$ cat config.mk
export PLATFORM = sky130hd
export DESIGN_NAME = canopen_node_guard_heartbeat_monitor
export DESIGN_NICKNAME = d
export VERILOG_FILES = /design/src/rtl/core/cnghm_pkg.sv /design/src/rtl/core/canopen_node_guard_heartbeat_monitor.sv
export SDC_FILE = /design/constraint.sdc
export NUM_CORES = 1
export LEC_CHECK = 0
export BUFFER_PORTS_ARGS = -buffer_cell sky130_fd_sc_hd__buf_2
export CAP_MARGIN = 20
export CELL_PAD_IN_SITES_DETAIL_PLACEMENT = 0
export CELL_PAD_IN_SITES_GLOBAL_PLACEMENT = 1
export CORE_UTILIZATION = 46
export CTS_BUF_LIST = sky130_fd_sc_hd__clkbuf_2 sky130_fd_sc_hd__clkbuf_4 sky130_fd_sc_hd__clkbuf_8
export CTS_CLUSTER_SIZE = 20
export DETAILED_ROUTE_END_ITERATION = 7
export PLACE_DENSITY = 0.87
export SYNTH_ARGS = -nofsm -noshare
export SYNTH_HDL_FRONTEND = slang
export SYNTH_SLANG_ARGS = --single-unit
$ cat constraint.sdc
create_clock -name aclk -period 4.78 [get_ports aclk]
set_clock_uncertainty 0.2 [all_clocks]
set_input_delay 0.956 -clock aclk [delete_from_list [all_inputs] [get_ports aclk]]
set_output_delay 0.956 -clock aclk [all_outputs]
set_load 0.005 [all_outputs]
$ cat src/rtl/core/cnghm_pkg.sv
// Package with types and constants shared by the node guard and heartbeat monitor.
`timescale 1ns / 1ps

package cnghm_pkg;

    // Node state codes, as reported on the result channel
    localparam logic [2:0] ST_UNKNOWN = 3'd0;
    localparam logic [2:0] ST_DISC    = 3'd1;
    localparam logic [2:0] ST_STOPPED = 3'd2;
    localparam logic [2:0] ST_OPER    = 3'd3;
    localparam logic [2:0] ST_PREOP   = 3'd4;

    // Toggle bit memory
    localparam logic [1:0] TG_OFF     = 2'd0;
    localparam logic [1:0] TG_ON      = 2'd1;
    localparam logic [1:0] TG_UNKNOWN = 2'd2;

    // Frame error codes
    localparam logic [2:0] ERR_NONE        = 3'd0;
    localparam logic [2:0] ERR_REQUEST     = 3'd1;
    localparam logic [2:0] ERR_EMPTY       = 3'd2;
    localparam logic [2:0] ERR_INVALID     = 3'd3;
    localparam logic [2:0] ERR_UNSOLICITED = 3'd4;

    // Configuration register indexes
    localparam logic [2:0] CFG_MODE    = 3'd0;
    localparam logic [2:0] CFG_PERIOD  = 3'd1;
    localparam logic [2:0] CFG_TIMEOUT = 3'd2;
    localparam logic [2:0] CFG_REQ     = 3'd3;
    localparam logic [2:0] CFG_SPY     = 3'd4;
    localparam logic [2:0] CFG_NODE    = 3'd5;

    localparam logic MODE_GUARD = 1'b0;
    localparam logic OP_TICK    = 1'b0;

    // Requested state codes
    localparam logic [1:0] REQ_OPER    = 2'd0;
    localparam logic [1:0] REQ_STOPPED = 2'd1;
    localparam logic [1:0] REQ_PREOP   = 2'd2;

    // NMT command specifiers
    localparam logic [7:0] NMT_NONE  = 8'd0;
    localparam logic [7:0] NMT_START = 8'd1;
    localparam logic [7:0] NMT_STOP  = 8'd2;
    localparam logic [7:0] NMT_PREOP = 8'h80;

    // State values carried in bits 6..0 of a reply or heartbeat
    localparam logic [6:0] BYTE_STOPPED = 7'd4;
    localparam logic [6:0] BYTE_OPER    = 7'd5;
    localparam logic [6:0] BYTE_PREOP   = 7'h7F;

    localparam logic [2:0]  GRACE_LIMIT   = 3'd3;
    localparam logic [2:0]  GRACE_MAX     = 3'd7;
    localparam logic [15:0] TIMER_MAX     = 16'hFFFF;
    localparam logic [15:0] PERIOD_RESET  = 16'd10000;
    localparam logic [15:0] TIMEOUT_RESET = 16'd1000;
    localparam logic [6:0]  NODE_RESET    = 7'd1;
    localparam logic [7:0]  RAW_DISC      = 8'd1;

    typedef struct packed {
        logic       send_guard_request;
        logic       send_nmt;
        logic [7:0] nmt_command;
        logic [6:0] target_node;
        logic       state_report_valid;
        logic [2:0] reported_state;
        logic [7:0] raw_state_byte;
        logic       state_changed;
        logic [2:0] prior_state;
        logic       toggle_violation;
        logic       bootup_seen;
        logic [2:0] frame_error;
    } result_t;

endpackage

$ cat src/rtl/core/canopen_node_guard_heartbeat_monitor.sv
// Master-side node guarding and heartbeat supervision of one CANopen node.
//
// Usage: the s_ channel carries one item per 1 ms tick (s_op = 0) or per received
// node-management frame (s_op = 1). Every accepted item yields exactly one result
// on the m_ channel: guard request and NMT command strobes, an optional state
// report, toggle and boot-up flags and a frame error code.
// The cfg channel writes the six configuration registers; it is always ready and
// is meant to be used only while no item is in flight.
// The result of an item is registered and valid in the cycle after its acceptance.
// The block takes one item per cycle while the receiver does not stall; the
// decode, the 16-bit timer compares and the state update all sit between the
// input handshake and the result register.
// When the receiver stalls, the result register holds its item and s_ready drops
// until it is taken; s_ready is high whenever the result register is empty or
// being emptied in the same cycle.
// Reset (aresetn low, synchronous) clears the result valid flag and puts all
// timers, counters and configuration registers to their power-on values, with
// a guard request due on the first tick.
`timescale 1ns / 1ps

module canopen_node_guard_heartbeat_monitor (
    input  logic       aclk,
    input  logic       aresetn,

    input  logic       cfg_valid,
    output logic       cfg_ready,
    input  logic [2:0] cfg_index,
    input  logic [15:0] cfg_data,

    input  logic       s_valid,
    output logic       s_ready,
    input  logic       s_op,
    input  logic       s_remote_request,
    input  logic [3:0] s_data_length,
    input  logic [7:0] s_first_byte,

    output logic       m_valid,
    input  logic       m_ready,
    output logic       m_send_guard_request,
    output logic       m_send_nmt,
    output logic [7:0] m_nmt_command,
    output logic [6:0] m_target_node,
    output logic       m_state_report_valid,
    output logic [2:0] m_reported_state,
    output logic [7:0] m_raw_state_byte,
    output logic       m_state_changed,
    output logic [2:0] m_prior_state,
    output logic       m_toggle_violation,
    output logic       m_bootup_seen,
    output logic [2:0] m_frame_error
);

    // Configuration registers
    logic        mode_reg;
    logic [15:0] period_reg;
    logic [15:0] timeout_reg;
    logic [1:0]  req_state_reg;
    logic        spy_reg;
    logic [6:0]  node_id_reg;

    // Supervision state
    logic        awaiting_reply_reg, awaiting_reply_next;
    logic [15:0] guard_elapsed_reg, guard_elapsed_next;
    logic [15:0] window_elapsed_reg, window_elapsed_next;
    logic [2:0]  grace_count_reg, grace_count_next;
    logic [2:0]  current_state_reg, current_state_next;
    logic [2:0]  last_reported_reg, last_reported_next;
    logic [1:0]  last_toggle_reg, last_toggle_next;

    logic                  m_valid_reg;
    cnghm_pkg::result_t    result_reg;
    cnghm_pkg::result_t    result_next;
    logic                  s_accept;

    assign cfg_ready = 1'b1;
    assign s_ready   = !m_valid_reg || m_ready;
    assign s_accept  = s_valid && s_ready;

    always_comb begin
        logic [15:0] guard_inc;
        logic [15:0] window_inc;
        logic [2:0]  grace_inc;
        logic        miss;
        logic        rep;
        logic [2:0]  rep_state;
        logic [7:0]  rep_raw;
        logic [2:0]  frame_state;
        logic        frame_ok;
        logic [1:0]  toggle_code;
        logic [2:0]  want_state;
        logic [7:0]  want_cmd;
        logic        want_ok;

        awaiting_reply_next = awaiting_reply_reg;
        guard_elapsed_next  = guard_elapsed_reg;
        window_elapsed_next = window_elapsed_reg;
        grace_count_next    = grace_count_reg;
        current_state_next  = current_state_reg;
        last_reported_next  = last_reported_reg;
        last_toggle_next    = last_toggle_reg;

        result_next             = '0;
        result_next.target_node = node_id_reg;

        miss      = 1'b0;
        rep       = 1'b0;
        rep_state = cnghm_pkg::ST_UNKNOWN;
        rep_raw   = 8'd0;

        guard_inc  = (guard_elapsed_reg == cnghm_pkg::TIMER_MAX) ?
                     guard_elapsed_reg : guard_elapsed_reg + 16'd1;
        window_inc = (window_elapsed_reg == cnghm_pkg::TIMER_MAX) ?
                     window_elapsed_reg : window_elapsed_reg + 16'd1;
        grace_inc  = (grace_count_reg == cnghm_pkg::GRACE_MAX) ?
                     grace_count_reg : grace_count_reg + 3'd1;
        toggle_code = s_first_byte[7] ? cnghm_pkg::TG_ON : cnghm_pkg::TG_OFF;

        case (s_first_byte[6:0])
            cnghm_pkg::BYTE_STOPPED: begin
                frame_state = cnghm_pkg::ST_STOPPED;
                frame_ok    = 1'b1;
            end
            cnghm_pkg::BYTE_OPER: begin
                frame_state = cnghm_pkg::ST_OPER;
                frame_ok    = 1'b1;
            end
            cnghm_pkg::BYTE_PREOP: begin
                frame_state = cnghm_pkg::ST_PREOP;
                frame_ok    = 1'b1;
            end
            default: begin
                frame_state = cnghm_pkg::ST_UNKNOWN;
                frame_ok    = 1'b0;
            end
        endcase

        case (req_state_reg)
            cnghm_pkg::REQ_OPER: begin
                want_state = cnghm_pkg::ST_OPER;
                want_cmd   = cnghm_pkg::NMT_START;
                want_ok    = 1'b1;
            end
            cnghm_pkg::REQ_STOPPED: begin
                want_state = cnghm_pkg::ST_STOPPED;
                want_cmd   = cnghm_pkg::NMT_STOP;
                want_ok    = 1'b1;
            end
            cnghm_pkg::REQ_PREOP: begin
                want_state = cnghm_pkg::ST_PREOP;
                want_cmd   = cnghm_pkg::NMT_PREOP;
                want_ok    = 1'b1;
            end
            default: begin
                want_state = cnghm_pkg::ST_UNKNOWN;
                want_cmd   = cnghm_pkg::NMT_NONE;
                want_ok    = 1'b0;
            end
        endcase

        if (s_op == cnghm_pkg::OP_TICK) begin
            if (mode_reg == cnghm_pkg::MODE_GUARD) begin
                guard_elapsed_next = guard_inc;
                // A timeout and a fresh request may fall on the same tick.
                if (awaiting_reply_reg && guard_inc >= timeout_reg) begin
                    awaiting_reply_next = 1'b0;
                    miss                = 1'b1;
                end
                if (!spy_reg && guard_inc >= period_reg) begin
                    result_next.send_guard_request = 1'b1;
                    awaiting_reply_next            = 1'b1;
                    guard_elapsed_next             = 16'd0;
                end
            end else begin
                window_elapsed_next = window_inc;
                if (!spy_reg && window_inc >= period_reg) begin
                    miss                = 1'b1;
                    window_elapsed_next = 16'd0;
                end
            end
            if (miss) begin
                grace_count_next = grace_inc;
                if (grace_inc > cnghm_pkg::GRACE_LIMIT) begin
                    current_state_next = cnghm_pkg::ST_DISC;
                    rep                = 1'b1;
                    rep_state          = cnghm_pkg::ST_DISC;
                    rep_raw            = cnghm_pkg::RAW_DISC;
                end
            end
        end else if (s_remote_request) begin
            // In spy mode a guard request seen on the bus starts the reply timer.
            if (spy_reg) begin
                awaiting_reply_next = 1'b1;
                guard_elapsed_next  = 16'd0;
            end else begin
                result_next.frame_error = cnghm_pkg::ERR_REQUEST;
            end
        end else if (s_data_length == 4'd0) begin
            result_next.frame_error = cnghm_pkg::ERR_EMPTY;
        end else if (s_first_byte == 8'd0) begin
            result_next.bootup_seen = 1'b1;
        end else if (!frame_ok) begin
            result_next.frame_error = cnghm_pkg::ERR_INVALID;
        end else if (mode_reg == cnghm_pkg::MODE_GUARD && !awaiting_reply_reg) begin
            result_next.frame_error = cnghm_pkg::ERR_UNSOLICITED;
        end else begin
            if (mode_reg == cnghm_pkg::MODE_GUARD) begin
                awaiting_reply_next = 1'b0;
            end else begin
                window_elapsed_next = 16'd0;
            end
            grace_count_next = 3'd0;
            if (current_state_reg != cnghm_pkg::ST_DISC &&
                last_toggle_reg != cnghm_pkg::TG_UNKNOWN &&
                last_toggle_reg == toggle_code) begin
                result_next.toggle_violation = 1'b1;
            end
            last_toggle_next   = toggle_code;
            current_state_next = frame_state;
            rep                = 1'b1;
            rep_state          = frame_state;
            rep_raw            = s_first_byte;
            if (want_ok && !spy_reg && frame_state != want_state) begin
                result_next.send_nmt    = 1'b1;
                result_next.nmt_command = want_cmd;
            end
        end

        if (rep) begin
            result_next.state_report_valid = 1'b1;
            result_next.reported_state     = rep_state;
            result_next.raw_state_byte     = rep_raw;
            if (rep_state != last_reported_reg) begin
                result_next.state_changed = 1'b1;
                result_next.prior_state   = last_reported_reg;
                last_reported_next        = rep_state;
                // Leaving the disconnected state forgets the toggle history.
                if (last_reported_reg == cnghm_pkg::ST_DISC) begin
                    last_toggle_next = cnghm_pkg::TG_UNKNOWN;
                end
            end
        end
    end

    always_ff @(posedge aclk) begin
        if (!aresetn) begin
            mode_reg      <= 1'b0;
            period_reg    <= cnghm_pkg::PERIOD_RESET;
            timeout_reg   <= cnghm_pkg::TIMEOUT_RESET;
            req_state_reg <= cnghm_pkg::REQ_OPER;
            spy_reg       <= 1'b0;
            node_id_reg   <= cnghm_pkg::NODE_RESET;
        end else if (cfg_valid && cfg_ready) begin
            case (cfg_index)
                cnghm_pkg::CFG_MODE:    mode_reg      <= cfg_data[0];
                cnghm_pkg::CFG_PERIOD:  period_reg    <= cfg_data;
                cnghm_pkg::CFG_TIMEOUT: timeout_reg   <= cfg_data;
                cnghm_pkg::CFG_REQ:     req_state_reg <= cfg_data[1:0];
                cnghm_pkg::CFG_SPY:     spy_reg       <= cfg_data[0];
                cnghm_pkg::CFG_NODE:    node_id_reg   <= cfg_data[6:0];
                default: begin
                end
            endcase
        end
    end

    always_ff @(posedge aclk) begin
        if (!aresetn) begin
            awaiting_reply_reg <= 1'b0;
            guard_elapsed_reg  <= cnghm_pkg::TIMER_MAX;
            window_elapsed_reg <= 16'd0;
            grace_count_reg    <= 3'd0;
            current_state_reg  <= cnghm_pkg::ST_UNKNOWN;
            last_reported_reg  <= cnghm_pkg::ST_UNKNOWN;
            last_toggle_reg    <= cnghm_pkg::TG_UNKNOWN;
        end else if (s_accept) begin
            awaiting_reply_reg <= awaiting_reply_next;
            guard_elapsed_reg  <= guard_elapsed_next;
            window_elapsed_reg <= window_elapsed_next;
            grace_count_reg    <= grace_count_next;
            current_state_reg  <= current_state_next;
            last_reported_reg  <= last_reported_next;
            last_toggle_reg    <= last_toggle_next;
        end
    end

    always_ff @(posedge aclk) begin
        if (!aresetn) begin
            m_valid_reg <= 1'b0;
        end else if (s_accept) begin
            m_valid_reg <= 1'b1;
        end else if (m_ready) begin
            m_valid_reg <= 1'b0;
        end
    end

    always_ff @(posedge aclk) begin
        if (s_accept) begin
            result_reg <= result_next;
        end
    end

    assign m_valid              = m_valid_reg;
    assign m_send_guard_request = result_reg.send_guard_request;
    assign m_send_nmt           = result_reg.send_nmt;
    assign m_nmt_command        = result_reg.nmt_command;
    assign m_target_node        = result_reg.target_node;
    assign m_state_report_valid = result_reg.state_report_valid;
    assign m_reported_state     = result_reg.reported_state;
    assign m_raw_state_byte     = result_reg.raw_state_byte;
    assign m_state_changed      = result_reg.state_changed;
    assign m_prior_state        = result_reg.prior_state;
    assign m_toggle_violation   = result_reg.toggle_violation;
    assign m_bootup_seen        = result_reg.bootup_seen;
    assign m_frame_error        = result_reg.frame_error;

endmodule

==> results.json <==
{
  "startpoint_to_endpoint_class_of_the_critical_path": "reg2reg",
  "vdd_drop_max_mv": 0.1683,
  "syn-cell-area_sq_um": 6659,
  "synth_top_area_cell": "sky130_fd_sc_hd__dfxtp_1",
  "postSynth.asyncResetShare_pct": 0,
  "clock_insertion_delay_worst_skew_ns": 0.44,
  "period_share_pct": 95.22,
  "synth_seq_area_share_pct": 41.34,
  "wirelength_um": 16640,
  "ys_warn_count": 0,
  "grt_pass1_wl_um": 26940,
  "status": "complete, no violations",
  "io_buffer_count": 72,
  "final_layout_size_suffix_gt1_share_pct": 16.99,
  "crit_arrival_ns": 4.54,
  "synth-seq-cells": 121,
  "hp-class": "reg2reg",
  "setup_slack_ns": 0.2287,
  "drv_cap": 0,
  "relSlewSlack_pct": 42.07,
  "sequentialPowerShare_pct": 46.9,
  "die_w_um": 122.3,
  "synth_cells": 747,
  "nets": 912,
  "firstDrtPassIters": 5,
  "cts.htree.levels": 4,
  "post_drt_wl_per_cell_um": 16.37,
  "insertedDiodeCount": 0,
  "via_count": 5714,
  "fin_worst_hold_slack_ns": 0.2350,
  "gr-usage-met3_pct": 5.251,
  "most_used_flip_flop_cell_after_synthesis": "sky130_fd_sc_hd__dfxtp_1",
  "groute.layer.met2.usage_pct": 40.70,
  "fmaxAchievable_mhz": 219.7,
  "power_density_nw_per_um2": 311.5,
  "setup_tns_ns": 0,
  "cts.reportedPaths.clkPinSlew_ns": 0.07,
  "initial_antenna_violation_count": 0,
  "clockBufferDepth": 2,
  "fp.dieH_um": 122.3,
  "via_count_of_the_first_global_routing_pass": 5411,
  "netlist_top_cells_count": "107 x sky130_fd_sc_hd__nand2_1, 88 x sky130_fd_sc_hd__dfxtp_1, 61 x sky130_fd_sc_hd__a21oi_1, 58 x sky130_fd_sc_hd__nor2_1, 51 x sky130_fd_sc_hd__ha_1",
  "fp.dieArea_sq_um": 14960,
  "rsz0062_at_grt": "no",
  "final-instance-count-excl-fill": 1016,
  "synthTopCellsByArea": "sky130_fd_sc_hd__dfxtp_1 26%, sky130_fd_sc_hd__edfxtp_1 15%, sky130_fd_sc_hd__ha_1 9.6%",
  "maximum_number_of_pins_on_one_net_before_global_route_repair": 40,
  "critPathMaxFanout": 9,
  "cp_data_required_time_ns": 4.77,
  "cts_root_buffer": "sky130_fd_sc_hd__clkbuf_8",
  "dp_worst_setup_slack_ns": 0.1853,
  "postCtsHoldBufs": 0,
  "cells_resized_by_post_cts_repair": 0,
  "gpl.final_weighted_congestion": 0.8874,
  "cts_tree": "done",
  "most_used_routing_layer": "met2",
  "route.antenna.remaining_nets": 0,
  "drc": 0,
  "critical_path.endpoint_type": "flop",
  "dp_hpwl_um": 12530,
  "switching_share_pct": 28.18,
  "grt_remaining_overflow": 0,
  "avg_cell_area_syn_sq_um": 8.914,
  "hold_violations": 0,
  "core.rowCount": 43,
  "synthToLayoutAreaGrowth_pct": 14.13,
  "synth_enable_flop_cells": 33,
  "post-synth-top-area-fraction_pct": 26.46,
  "p_leak_nw": 3.224,
  "initialDrtViolationCount": 366,
  "grt.met1_usage_pct": 28.42,
  "globalRouteTotalUtil_pct": 23.65,
  "postCtsSetupBuffers": 0,
  "power.net_switching_mw": 0.6670,
  "finalSetupViolations": 0,
  "detail_route.vias_per_cell": 5.624,
  "clkPwrFrac_pct": 36.8,
  "initial_utilization_pct": 47.60,
  "post-synth-top-count-cell": "sky130_fd_sc_hd__nand2_1",
  "worstMarginPinSlew_ns": 0.8689,
  "fin_crit_ns": 4.551,
  "core_region_area_sq_um": 13990,
  "layout.core_utilization_pct": 54.33,
  "io_pins": 79,
  "timing_max_transition_violations_final": 0,
  "synthDistinctLibCells": 68,
  "critical_path.startpoint_type": "flop",
  "p_comb_share_pct": 16.3,
  "sink_count": 121,
  "dp_cells": 984,
  "number_of_buffers_inserted_during_clock_tree_synthesis": 17,
  "power.internal_mw": 1.700
}
## power groups by stage
stage / registers, mW / logic, mW / clock network (mW)
final: 1.11 / 0.385 / 0.872
after global routing: 1.11 / 0.429 / 0.941
after floorplan: 1.13 / 0.256 / 0
after global placement: 1.13 / 0.366 / 0
after CTS: 1.11 / 0.379 / 0.888
after detailed placement: 1.13 / 0.376 / 0
## worst max-delay path: stages, from the launching register on
cell and delay (ns):
sky130_fd_sc_hd__dfxtp_1 0.47, sky130_fd_sc_hd__and4_1 0.27, sky130_fd_sc_hd__nand4_1 0.22, sky130_fd_sc_hd__nor4_4 0.28
sky130_fd_sc_hd__and3_1 0.26, sky130_fd_sc_hd__nor3_2 0.10, sky130_fd_sc_hd__nand2b_1 0.09, sky130_fd_sc_hd__xnor2_1 0.18
sky130_fd_sc_hd__ha_1 0.32, sky130_fd_sc_hd__a21oi_1 0.18, sky130_fd_sc_hd__o21ai_1 0.12, sky130_fd_sc_hd__a221oi_2 0.40
sky130_fd_sc_hd__a21boi_0 0.22, sky130_fd_sc_hd__or4_1 0.53, sky130_fd_sc_hd__a21boi_2 0.21, sky130_fd_sc_hd__nor2_1 0.09
sky130_fd_sc_hd__and2_1 0.18
## cell families (layout without fill, tap and decap cells)
family                   after synthesis  in the layout  synth area share (%)
XOR/XNOR                              22             22                 2.894
buffers and inverters                 82            167                 5.017
flip-flops                           121            121                 41.34
multiplexers                          17             17                 2.612
adder cells (fa/ha/maj)               51             51                 9.583
AND/OR/NAND/NOR                      289            289                 21.83
other                                  2              6                0.1128
AO/OA/AOI/OAI                        163            163                 16.61
## stage by stage
| stage | total power [mW] | area [sq um] |
|---|---|---|
| 6_report | 2.367 | 7600 |
| 2_1_floorplan | 1.386 | 6674 |
| 4_1_cts | 2.377 | 7585 |
| 5_1_grt | 2.485 | 7600 |
| 3_5_place_dp | 1.510 | 7207 |
| 3_3_place_gp | 1.499 | 7207 |
## final timing paths
kind | from | end | slack (ns) | cells past startpoint
setup / recovery | guard_elapsed_reg[4] | m_prior_state[0] | 0.23 | 16
hold reg to reg | node_id_reg[1] | m_target_node[1] | 0.23 | 0
setup reg to reg | guard_elapsed_reg[4] | m_prior_state[0] | 0.23 | 16
hold / removal | node_id_reg[1] | m_target_node[1] | 0.23 | 0
## final cells by class
cell class | instances | area, sq um
Sequential cell | 121 | 2753
Fill cell | 1329 | 6389
Clock buffer | 22 | 284.0
Clock inverter | 10 | 93.84
Tap cell | 180 | 225.2
Timing Repair Buffer | 84 | 450.4
Inverter | 51 | 191.4
Multi-Input combinational cell | 548 | 3602
## cells in the final DEF, fill, tap and decap left out, types with 19 or more instances in the layout
master / instances
sky130_fd_sc_hd__nand2_1: 107
sky130_fd_sc_hd__dfxtp_1: 88
sky130_fd_sc_hd__buf_2: 72
sky130_fd_sc_hd__a21oi_1: 61
sky130_fd_sc_hd__nor2_1: 58
sky130_fd_sc_hd__ha_1: 51
sky130_fd_sc_hd__inv_1: 49
sky130_fd_sc_hd__edfxtp_1: 33
sky130_fd_sc_hd__nand3_1: 21
sky130_fd_sc_hd__clkbuf_8: 19
## routing by layer
metal  vias to the layer above  share of wire (%)
met3                        24                5.2
li1                       2807                  -
met5                         -                  0
met4                         0                1.9
met2                       179                 49
met1                      2704                 44
Power figures use the tool's default switching activity.
